$ cat src/rtl/core/date_difference_days_unit_macros.svh
// Assertion macros shared by the date difference RTL
`ifndef DATE_DIFFERENCE_DAYS_UNIT_MACROS_SVH
`define DATE_DIFFERENCE_DAYS_UNIT_MACROS_SVH

// same-cycle implication
`define DDD_ASSERT_IMP(lbl, ck, rn, ante, cons, msg) \
	lbl: assert property (@(posedge ck) disable iff (!rn) (ante) |-> (cons)) \
		else $error(msg);

// next-cycle implication
`define DDD_ASSERT_NXT(lbl, ck, rn, ante, cons, msg) \
	lbl: assert property (@(posedge ck) disable iff (!rn) (ante) |=> (cons)) \
		else $error(msg);

`endif

$ cat src/rtl/core/ddd_pkg.sv
// Shared types and constants of the date difference unit
package ddd_pkg;

	localparam int YEAR_W  = 14;
	localparam int MONTH_W = 4;
	localparam int DAY_W   = 5;
	localparam int NUM_W   = 23;
	localparam int DIFF_W  = 23;

	localparam logic [DIFF_W-1:0] DIFF_MAX = 23'h3FFFFF;
	localparam logic [DIFF_W-1:0] DIFF_MIN = 23'h400000;

	localparam int DAYS_PER_YEAR = 365;
	localparam int CENTURY       = 100;
	localparam int RECIP_100     = 5243;
	localparam int RECIP_SHIFT   = 19;

	localparam int QUEUE_DEPTH = 4;
	localparam int QPTR_W      = $clog2(QUEUE_DEPTH);

	typedef struct packed {
		logic [NUM_W-1:0] num_a;
		logic [NUM_W-1:0] num_b;
	} ddd_pair_t;

	typedef struct packed {
		logic full;
		logic empty;
	} ddd_qstat_t;

endpackage

$ cat src/rtl/core/date_difference_days_unit.sv
// Top level of the date difference unit
// Takes two proleptic Gregorian dates and returns the signed day count from the
// first to the second, saturated to 23 bits. One date pair is accepted every
// cycle while full is low. Two front stages turn each date into a day number,
// a four-entry queue decouples them from the subtracting back end, and one
// output register holds the result item until popped. Day values past the
// month length simply add on; month zero counts as January.
`include "date_difference_days_unit_macros.svh"

module date_difference_days_unit import ddd_pkg::*; (
	input  logic                     clk,
	input  logic                     arst_n,
	input  logic                     push,
	output logic                     full,
	input  logic [YEAR_W-1:0]        year_a,
	input  logic [MONTH_W-1:0]       month_a,
	input  logic [DAY_W-1:0]         day_a,
	input  logic [YEAR_W-1:0]        year_b,
	input  logic [MONTH_W-1:0]       month_b,
	input  logic [DAY_W-1:0]         day_b,
	output logic                     empty,
	input  logic                     pop,
	output logic signed [DIFF_W-1:0] diff_days
);

	ddd_qstat_t qstat;
	logic       q_push;
	logic       q_pop;
	ddd_pair_t  q_wr;
	ddd_pair_t  q_rd;

	ddd_front u_front (
		.clk     (clk),
		.arst_n  (arst_n),
		.push    (push),
		.full    (full),
		.year_a  (year_a),
		.month_a (month_a),
		.day_a   (day_a),
		.year_b  (year_b),
		.month_b (month_b),
		.day_b   (day_b),
		.qstat   (qstat),
		.q_push  (q_push),
		.q_data  (q_wr)
	);

	ddd_fifo u_fifo (
		.clk     (clk),
		.arst_n  (arst_n),
		.push    (q_push),
		.wr_data (q_wr),
		.pop     (q_pop),
		.rd_data (q_rd),
		.qstat   (qstat)
	);

	ddd_back u_back (
		.clk       (clk),
		.arst_n    (arst_n),
		.qstat     (qstat),
		.rd_data   (q_rd),
		.q_pop     (q_pop),
		.empty     (empty),
		.pop       (pop),
		.diff_days (diff_days)
	);

	`DDD_ASSERT_IMP(ast_queue_feeds_out, clk, arst_n, empty && !qstat.empty, q_pop,
		"waiting item not moved to empty output")
	`DDD_ASSERT_NXT(ast_pop_fills_out, clk, arst_n, q_pop, !empty,
		"item taken from queue but output empty")

endmodule

$ cat src/rtl/core/ddd_front.sv
// Front end: accept date pairs and reduce each date to a running day number
`include "date_difference_days_unit_macros.svh"

module ddd_front import ddd_pkg::*; (
	input  logic               clk,
	input  logic               arst_n,
	input  logic               push,
	output logic               full,
	input  logic [YEAR_W-1:0]  year_a,
	input  logic [MONTH_W-1:0] month_a,
	input  logic [DAY_W-1:0]   day_a,
	input  logic [YEAR_W-1:0]  year_b,
	input  logic [MONTH_W-1:0] month_b,
	input  logic [DAY_W-1:0]   day_b,
	input  ddd_qstat_t         qstat,
	output logic               q_push,
	output ddd_pair_t          q_data
);

	typedef struct packed {
		logic [YEAR_W-1:0]  y;
		logic [MONTH_W-1:0] m;
		logic [DAY_W-1:0]   d;
	} date_t;

	typedef struct packed {
		date_t      dt;
		logic [7:0] yq;
		logic [5:0] q400;
	} date_cls_t;

	function automatic logic [8:0] month_start(input logic [MONTH_W-1:0] m);
		logic [8:0] r;
		case (m)
			4'd2:    r = 9'd31;
			4'd3:    r = 9'd59;
			4'd4:    r = 9'd90;
			4'd5:    r = 9'd120;
			4'd6:    r = 9'd151;
			4'd7:    r = 9'd181;
			4'd8:    r = 9'd212;
			4'd9:    r = 9'd243;
			4'd10:   r = 9'd273;
			4'd11:   r = 9'd304;
			4'd12:   r = 9'd334;
			4'd13:   r = 9'd365;
			4'd14:   r = 9'd396;
			4'd15:   r = 9'd427;
			default: r = 9'd0;
		endcase
		return r;
	endfunction

	function automatic date_cls_t classify(input date_t dt);
		date_cls_t   c;
		logic [27:0] p_yq;
		logic [14:0] t400;
		logic [27:0] p_400;
		p_yq   = 28'(dt.y) * 28'(RECIP_100);
		t400   = 15'(dt.y) + 15'd399;
		p_400  = 28'(t400[14:2]) * 28'(RECIP_100);
		c.dt   = dt;
		c.yq   = 8'(p_yq >> RECIP_SHIFT);
		c.q400 = 6'(p_400 >> RECIP_SHIFT);
		return c;
	endfunction

	function automatic logic [NUM_W-1:0] day_number(input date_cls_t c);
		logic        rem_zero;
		logic        leap;
		logic [8:0]  q100;
		logic [14:0] q4;
		logic [23:0] n;
		rem_zero = (15'(c.dt.y) == 15'(c.yq) * 15'(CENTURY));
		q100     = 9'(c.yq) + 9'(!rem_zero);
		leap     = (c.dt.y[1:0] == 2'd0) && (!rem_zero || c.dt.y[3:0] == 4'd0);
		q4       = (15'(c.dt.y) + 15'd3) >> 2;
		n = 24'(c.dt.y) * 24'(DAYS_PER_YEAR) + 24'(q4) - 24'(q100) + 24'(c.q400)
			+ 24'(month_start(c.dt.m)) + 24'(leap && (c.dt.m >= 4'd3)) + 24'(c.dt.d);
		return n[NUM_W-1:0];
	endfunction

	logic      v_s1;
	date_t     a_s1;
	date_t     b_s1;
	logic      v_s2;
	date_cls_t a_s2;
	date_cls_t b_s2;
	logic      s1_ready;
	logic      s2_ready;

	assign s2_ready = !v_s2 || !qstat.full;
	assign s1_ready = !v_s1 || s2_ready;
	assign full     = !s1_ready;

	always_ff @(posedge clk or negedge arst_n) begin
		if (!arst_n) begin
			v_s1 <= 1'b0;
			v_s2 <= 1'b0;
		end else begin
			if (s1_ready) begin
				v_s1 <= push;
			end
			if (s2_ready) begin
				v_s2 <= v_s1;
			end
		end
	end

	always_ff @(posedge clk) begin
		if (push && s1_ready) begin
			a_s1 <= '{y: year_a, m: month_a, d: day_a};
			b_s1 <= '{y: year_b, m: month_b, d: day_b};
		end
		if (v_s1 && s2_ready) begin
			a_s2 <= classify(a_s1);
			b_s2 <= classify(b_s1);
		end
	end

	assign q_push       = v_s2 && !qstat.full;
	assign q_data.num_a = day_number(a_s2);
	assign q_data.num_b = day_number(b_s2);

	`DDD_ASSERT_NXT(ast_s1_hold, clk, arst_n, v_s1 && !s2_ready,
		v_s1 && $stable(a_s1) && $stable(b_s1), "stage 1 item lost while stalled")
	`DDD_ASSERT_NXT(ast_s2_hold, clk, arst_n, v_s2 && qstat.full,
		v_s2 && $stable(a_s2) && $stable(b_s2), "stage 2 item lost while stalled")

endmodule

$ cat src/rtl/core/ddd_fifo.sv
// Short queue between front and back
`include "date_difference_days_unit_macros.svh"

module ddd_fifo import ddd_pkg::*; (
	input  logic       clk,
	input  logic       arst_n,
	input  logic       push,
	input  ddd_pair_t  wr_data,
	input  logic       pop,
	output ddd_pair_t  rd_data,
	output ddd_qstat_t qstat
);

	ddd_pair_t         mem_q [QUEUE_DEPTH];
	logic [QPTR_W-1:0] wr_q;
	logic [QPTR_W-1:0] rd_q;
	logic [QPTR_W:0]   count_q;

	assign qstat.full  = (count_q == (QPTR_W+1)'(QUEUE_DEPTH));
	assign qstat.empty = (count_q == '0);
	assign rd_data     = mem_q[rd_q];

	always_ff @(posedge clk or negedge arst_n) begin
		if (!arst_n) begin
			wr_q    <= '0;
			rd_q    <= '0;
			count_q <= '0;
		end else begin
			if (push) begin
				wr_q <= wr_q + 1'b1;
			end
			if (pop) begin
				rd_q <= rd_q + 1'b1;
			end
			count_q <= count_q + (QPTR_W+1)'(push) - (QPTR_W+1)'(pop);
		end
	end

	always_ff @(posedge clk) begin
		if (push) begin
			mem_q[wr_q] <= wr_data;
		end
	end

	`DDD_ASSERT_IMP(ast_no_overflow, clk, arst_n, push, !qstat.full || pop,
		"item pushed into full queue")
	`DDD_ASSERT_IMP(ast_no_underflow, clk, arst_n, pop, !qstat.empty,
		"item popped from empty queue")

endmodule

$ cat src/rtl/core/ddd_back.sv
// Back end: subtract day numbers, saturate and hold the result item
module ddd_back import ddd_pkg::*; (
	input  logic                     clk,
	input  logic                     arst_n,
	input  ddd_qstat_t               qstat,
	input  ddd_pair_t                rd_data,
	output logic                     q_pop,
	output logic                     empty,
	input  logic                     pop,
	output logic signed [DIFF_W-1:0] diff_days
);

	logic              v_q;
	logic [DIFF_W-1:0] diff_q;
	logic [NUM_W:0]    raw;
	logic [DIFF_W-1:0] sat;

	assign q_pop = !qstat.empty && (!v_q || pop);
	assign raw   = {1'b0, rd_data.num_b} - {1'b0, rd_data.num_a};

	always_comb begin
		case (raw[NUM_W:NUM_W-1])
			2'b01:   sat = DIFF_MAX;
			2'b10:   sat = DIFF_MIN;
			default: sat = raw[DIFF_W-1:0];
		endcase
	end

	always_ff @(posedge clk or negedge arst_n) begin
		if (!arst_n) begin
			v_q <= 1'b0;
		end else if (q_pop) begin
			v_q <= 1'b1;
		end else if (pop) begin
			v_q <= 1'b0;
		end
	end

	always_ff @(posedge clk) begin
		if (q_pop) begin
			diff_q <= sat;
		end
	end

	assign empty     = !v_q;
	assign diff_days = $signed(diff_q);

endmodule
$ cat config.mk
export PLATFORM = sky130hd
export DESIGN_NAME = date_difference_days_unit
export DESIGN_NICKNAME = d
export VERILOG_FILES = /design/src/rtl/core/ddd_pkg.sv /design/src/rtl/core/date_difference_days_unit.sv /design/src/rtl/core/ddd_front.sv /design/src/rtl/core/ddd_fifo.sv /design/src/rtl/core/ddd_back.sv
export VERILOG_INCLUDE_DIRS = /design/src /design/src/rtl/core
export SDC_FILE = /design/constraint.sdc
export NUM_CORES = 2
export LEC_CHECK = 0
export BUFFER_PORTS_ARGS = -buffer_cell sky130_fd_sc_hd__buf_2
export CELL_PAD_IN_SITES_DETAIL_PLACEMENT = 0
export CELL_PAD_IN_SITES_GLOBAL_PLACEMENT = 1
export CORE_MARGIN = 2
export CORE_UTILIZATION = 36
export DETAILED_ROUTE_END_ITERATION = 8
export MAX_ROUTING_LAYER = met4
export PLACE_DENSITY = 0.56
export SKIP_CTS_REPAIR_TIMING = 1
export SLEW_MARGIN = 20
export SYNTH_ARGS = -nofsm -noshare
export SYNTH_HDL_FRONTEND = slang
export SYNTH_SLANG_ARGS = --single-unit
$ cat constraint.sdc
create_clock -name clk -period 9.85 [get_ports clk]
set_input_delay 1.4775 -clock clk [delete_from_list [all_inputs] [get_ports clk]]
set_output_delay 1.4775 -clock clk [all_outputs]
set_load 0.005 [all_outputs]
==> impl_metrics.py <==
metrics = {
    "outcome": {
        "outcome": "completed",
    },
    "clocking": {
        "clk_path_buf_depth": 3,
        "clock-sinks": 355,
        "clk_latency_ps": 550,
        "cts-buffers-inserted": 39,
        "htreeDepth": 2,
        "cts-root-buf": "clkbuf_16",
        "cts_tree": "built",
        "clkSlewWorstSetupHoldPaths_ps": 60,
    },
    "critical_path": {
        "r2r_start": "u_front.a_s2[8]",
        "worstPathRequired_ps": 10120,
        "path_delay_family": "adder cells",
        "critPathCaptureType": "register",
        "worstSetupStartpointType": "register",
        "crit_slowest_cell": "fa_1",
        "critPathKind": "reg2reg",
        "worstPathMaxFanout": 7,
        "max_stage_delay_ps": 560,
        "crit_buf_inv": 4,
        "worstPathArrival_ps": 9310,
        "startpoint": "u_front.a_s2[8]",
    },
    "floorplan": {
        "io_pins": 75,
        "coreArea_um2": 104000,
        "std_cell_rows": 118,
        "die_y_um": 328,
        "fp.dieArea_um2": 107000,
        "initial_core_util_pct": 36.4,
        "die_w_um": 328,
    },
    "synthesis": {
        "synth-seq-cells": 355,
        "syn_avg_cell_area_um2": 11.7,
        "synth_edf_count": 327,
        "synthArstFlopShare_pct": 2.82,
        "yosysSeqAreaShare_pct": 27.6,
        "synth_top_area_cell": "edfxtp_1",
        "yosysWarnings": 0,
        "synthesis.area_um2": 37700,
        "syn-num-nets": 4434,
        "ys_types": 69,
        "synth-main-ff-cell": "edfxtp_1",
        "synth_area_leaders": "edfxtp_1 (26%), ha_1 (24%), fa_1 (22%)",
        "postSynthCellCount": 3228,
        "yosysTopAreaCellShare_pct": 26.0,
    },
    "finish": {
        "diodes": 0,
        "drive_above_1_share_pct": 6.88,
        "syn_to_final_growth_pct": 9.01,
        "design_area_um2": 41100,
        "final_cell_mix": "inv_1 (862), ha_1 (732), fa_1 (424)",
        "nFillCells": 9961,
        "final_nets": 4548,
        "multi_input_area_um2": 24000,
        "layout_commonest_cell": "inv_1",
        "seq_area_um2": 10400,
    },
    "timing": {
        "rsz0062_at_grt": "false",
        "finalSetupViolCount": 0,
        "final-max-slew-violation-count": 0,
        "timing.final.crit_share_pct": 91.7,
        "finalHoldViolations": 0,
        "whs_ps": 421,
        "fin_crit_ps": 9040,
        "fin_setup_tns_ps": 0,
        "tightest_slew_ps": 967,
        "max_freq_mhz": 111,
        "fin_skew_ps": 18.6,
        "max-slew-margin-rel_pct": 33.7,
    },
    "global_routing": {
        "grt_use_met2_pct": 26.2,
        "grt_start_max_net_pins": 75,
        "grt_pass1_wl_mm": 132,
        "grt-busiest-layer": "met2",
        "grt_overflow": 0,
        "use_met3_pct": 1.39,
        "grt_usage_pct": 16.0,
        "gr-usage-met1_pct": 21.7,
        "antenna_found_initial": 3,
        "first_global_vias": 24600,
    },
    "place": {
        "place_area_um2": 39900,
        "portBuffers": 74,
        "hpwl_mm": 67.0,
        "place_congestion": 0.875,
    },
    "drt": {
        "wirelength_mm": 79.4,
        "dr_total_vias": 22100,
        "drt_iter0_markers": 746,
        "drtPass1Iterations": 5,
        "remaining_drc_errors": 0,
        "vias_per_cell": 4.65,
        "wl_per_cell_um": 16.7,
        "ant_nets": 0,
    },
    "min_path": {
        "min_from": "u_front.a_s1[0]",
        "hp-class": "reg2reg",
    },
    "job": {
        "cap_violations": 0,
    },
}
synth_stat cells, types with 12 or more instances:
master	number
inv_1	863
ha_1	732
fa_1	424
edfxtp_1	327
xnor2_1	145
a21oi_1	89
nor2_1	77
nand2_1	69
a21o_1	61
mux4_2	50
xor2_1	44
o21ai_0	43
o21a_1	23
nand3_1	20
dfxtp_1	18
nand2b_1	15
o211ai_1	15
nor3_1	14
nor2b_1	13
a31oi_1	12
nand4_1	12
layout make-up:
type	instances	area share, %
clock buffer	47	2.47
clock inverter	23	0.511
inverter	864	7.89
multi-input combinational	1991	58.4
sequential	355	25.4
tap	1380	4.20
timing repair buffer	91	1.21
cell families after synthesis:
family	after synthesis	synth area share, %
xor gates and xnor gates	189	4.39
AOI/OAI and AO/OA	317	5.60
muxes	66	3.44
adders and majority gates	1156	46.8
buffers and inverters	882	8.78
DFF	355	27.6
and+or+nand+nor	263	3.38
worst paths after layout:
| kind | to | slack [ps] | depth (start not counted) |
|---|---|---|---|
| max reg2reg | u_fifo.mem_q[0][45] | 810 | 32 |
| min reg2reg | u_front.a_s2[14] | 420 | 0 |
| min | u_front.a_s2[14] | 420 | 0 |
| max | u_fifo.mem_q[0][45] | 810 | 32 |
| max in group asynchronous | u_fifo.rd_q[1] | 8860 | 1 |
| min in group asynchronous | u_fifo.count_q[1] | 780 | 1 |
registers in the layout, indices dropped and copies added, names as in the netlist, named ones only:
register	flops
u_front.b_s1	23
u_fifo.wr_q	2
u_front.v_s1	1
u_fifo.mem_q	184
u_front.b_s2	37
u_front.v_s2	1
u_front.a_s1	23
u_back.diff_days	23
u_back.v_q	1
u_fifo.count_q	3
u_fifo.rd_q	2
u_front.a_s2	37
worst reg2reg max path, delay by kind of cell (launching register included):
kind / cells / cell delay, ps
xor gates and xnor gates: 2 / 280
buffers and inverters: 4 / 240
AOI/OAI and AO/OA: 11 / 2500
DFF: 1 / 540
and+or+nand+nor: 3 / 640
adders and majority gates: 12 / 4560
per-stage QoR:
| step | util, % | setup slack [ps] | instances |
|---|---|---|---|
| after floorplan | - | 1610 | 3228 |
| after global placement | 38.4 | 551 | 4681 |
| after detailed placement | 38.4 | 448 | 4681 |
| after CTS | 39.6 | 405 | 4751 |
| after global routing | 39.6 | 200 | 4751 |
| final | 39.6 | 815 | 4751 |
metal layers:
metal,up-vias,share of wire (%),wire length [um]
met2,236,47,37600
met3,78,2.5,2020
li1,10800,-,-
met1,10900,48,38500
met4,0,1.7,1330
met5,-,0,0
Power is left out: the tool's default activity adds up to more than one toggle a clock period on the data nets, which glitch-free logic cannot reach.
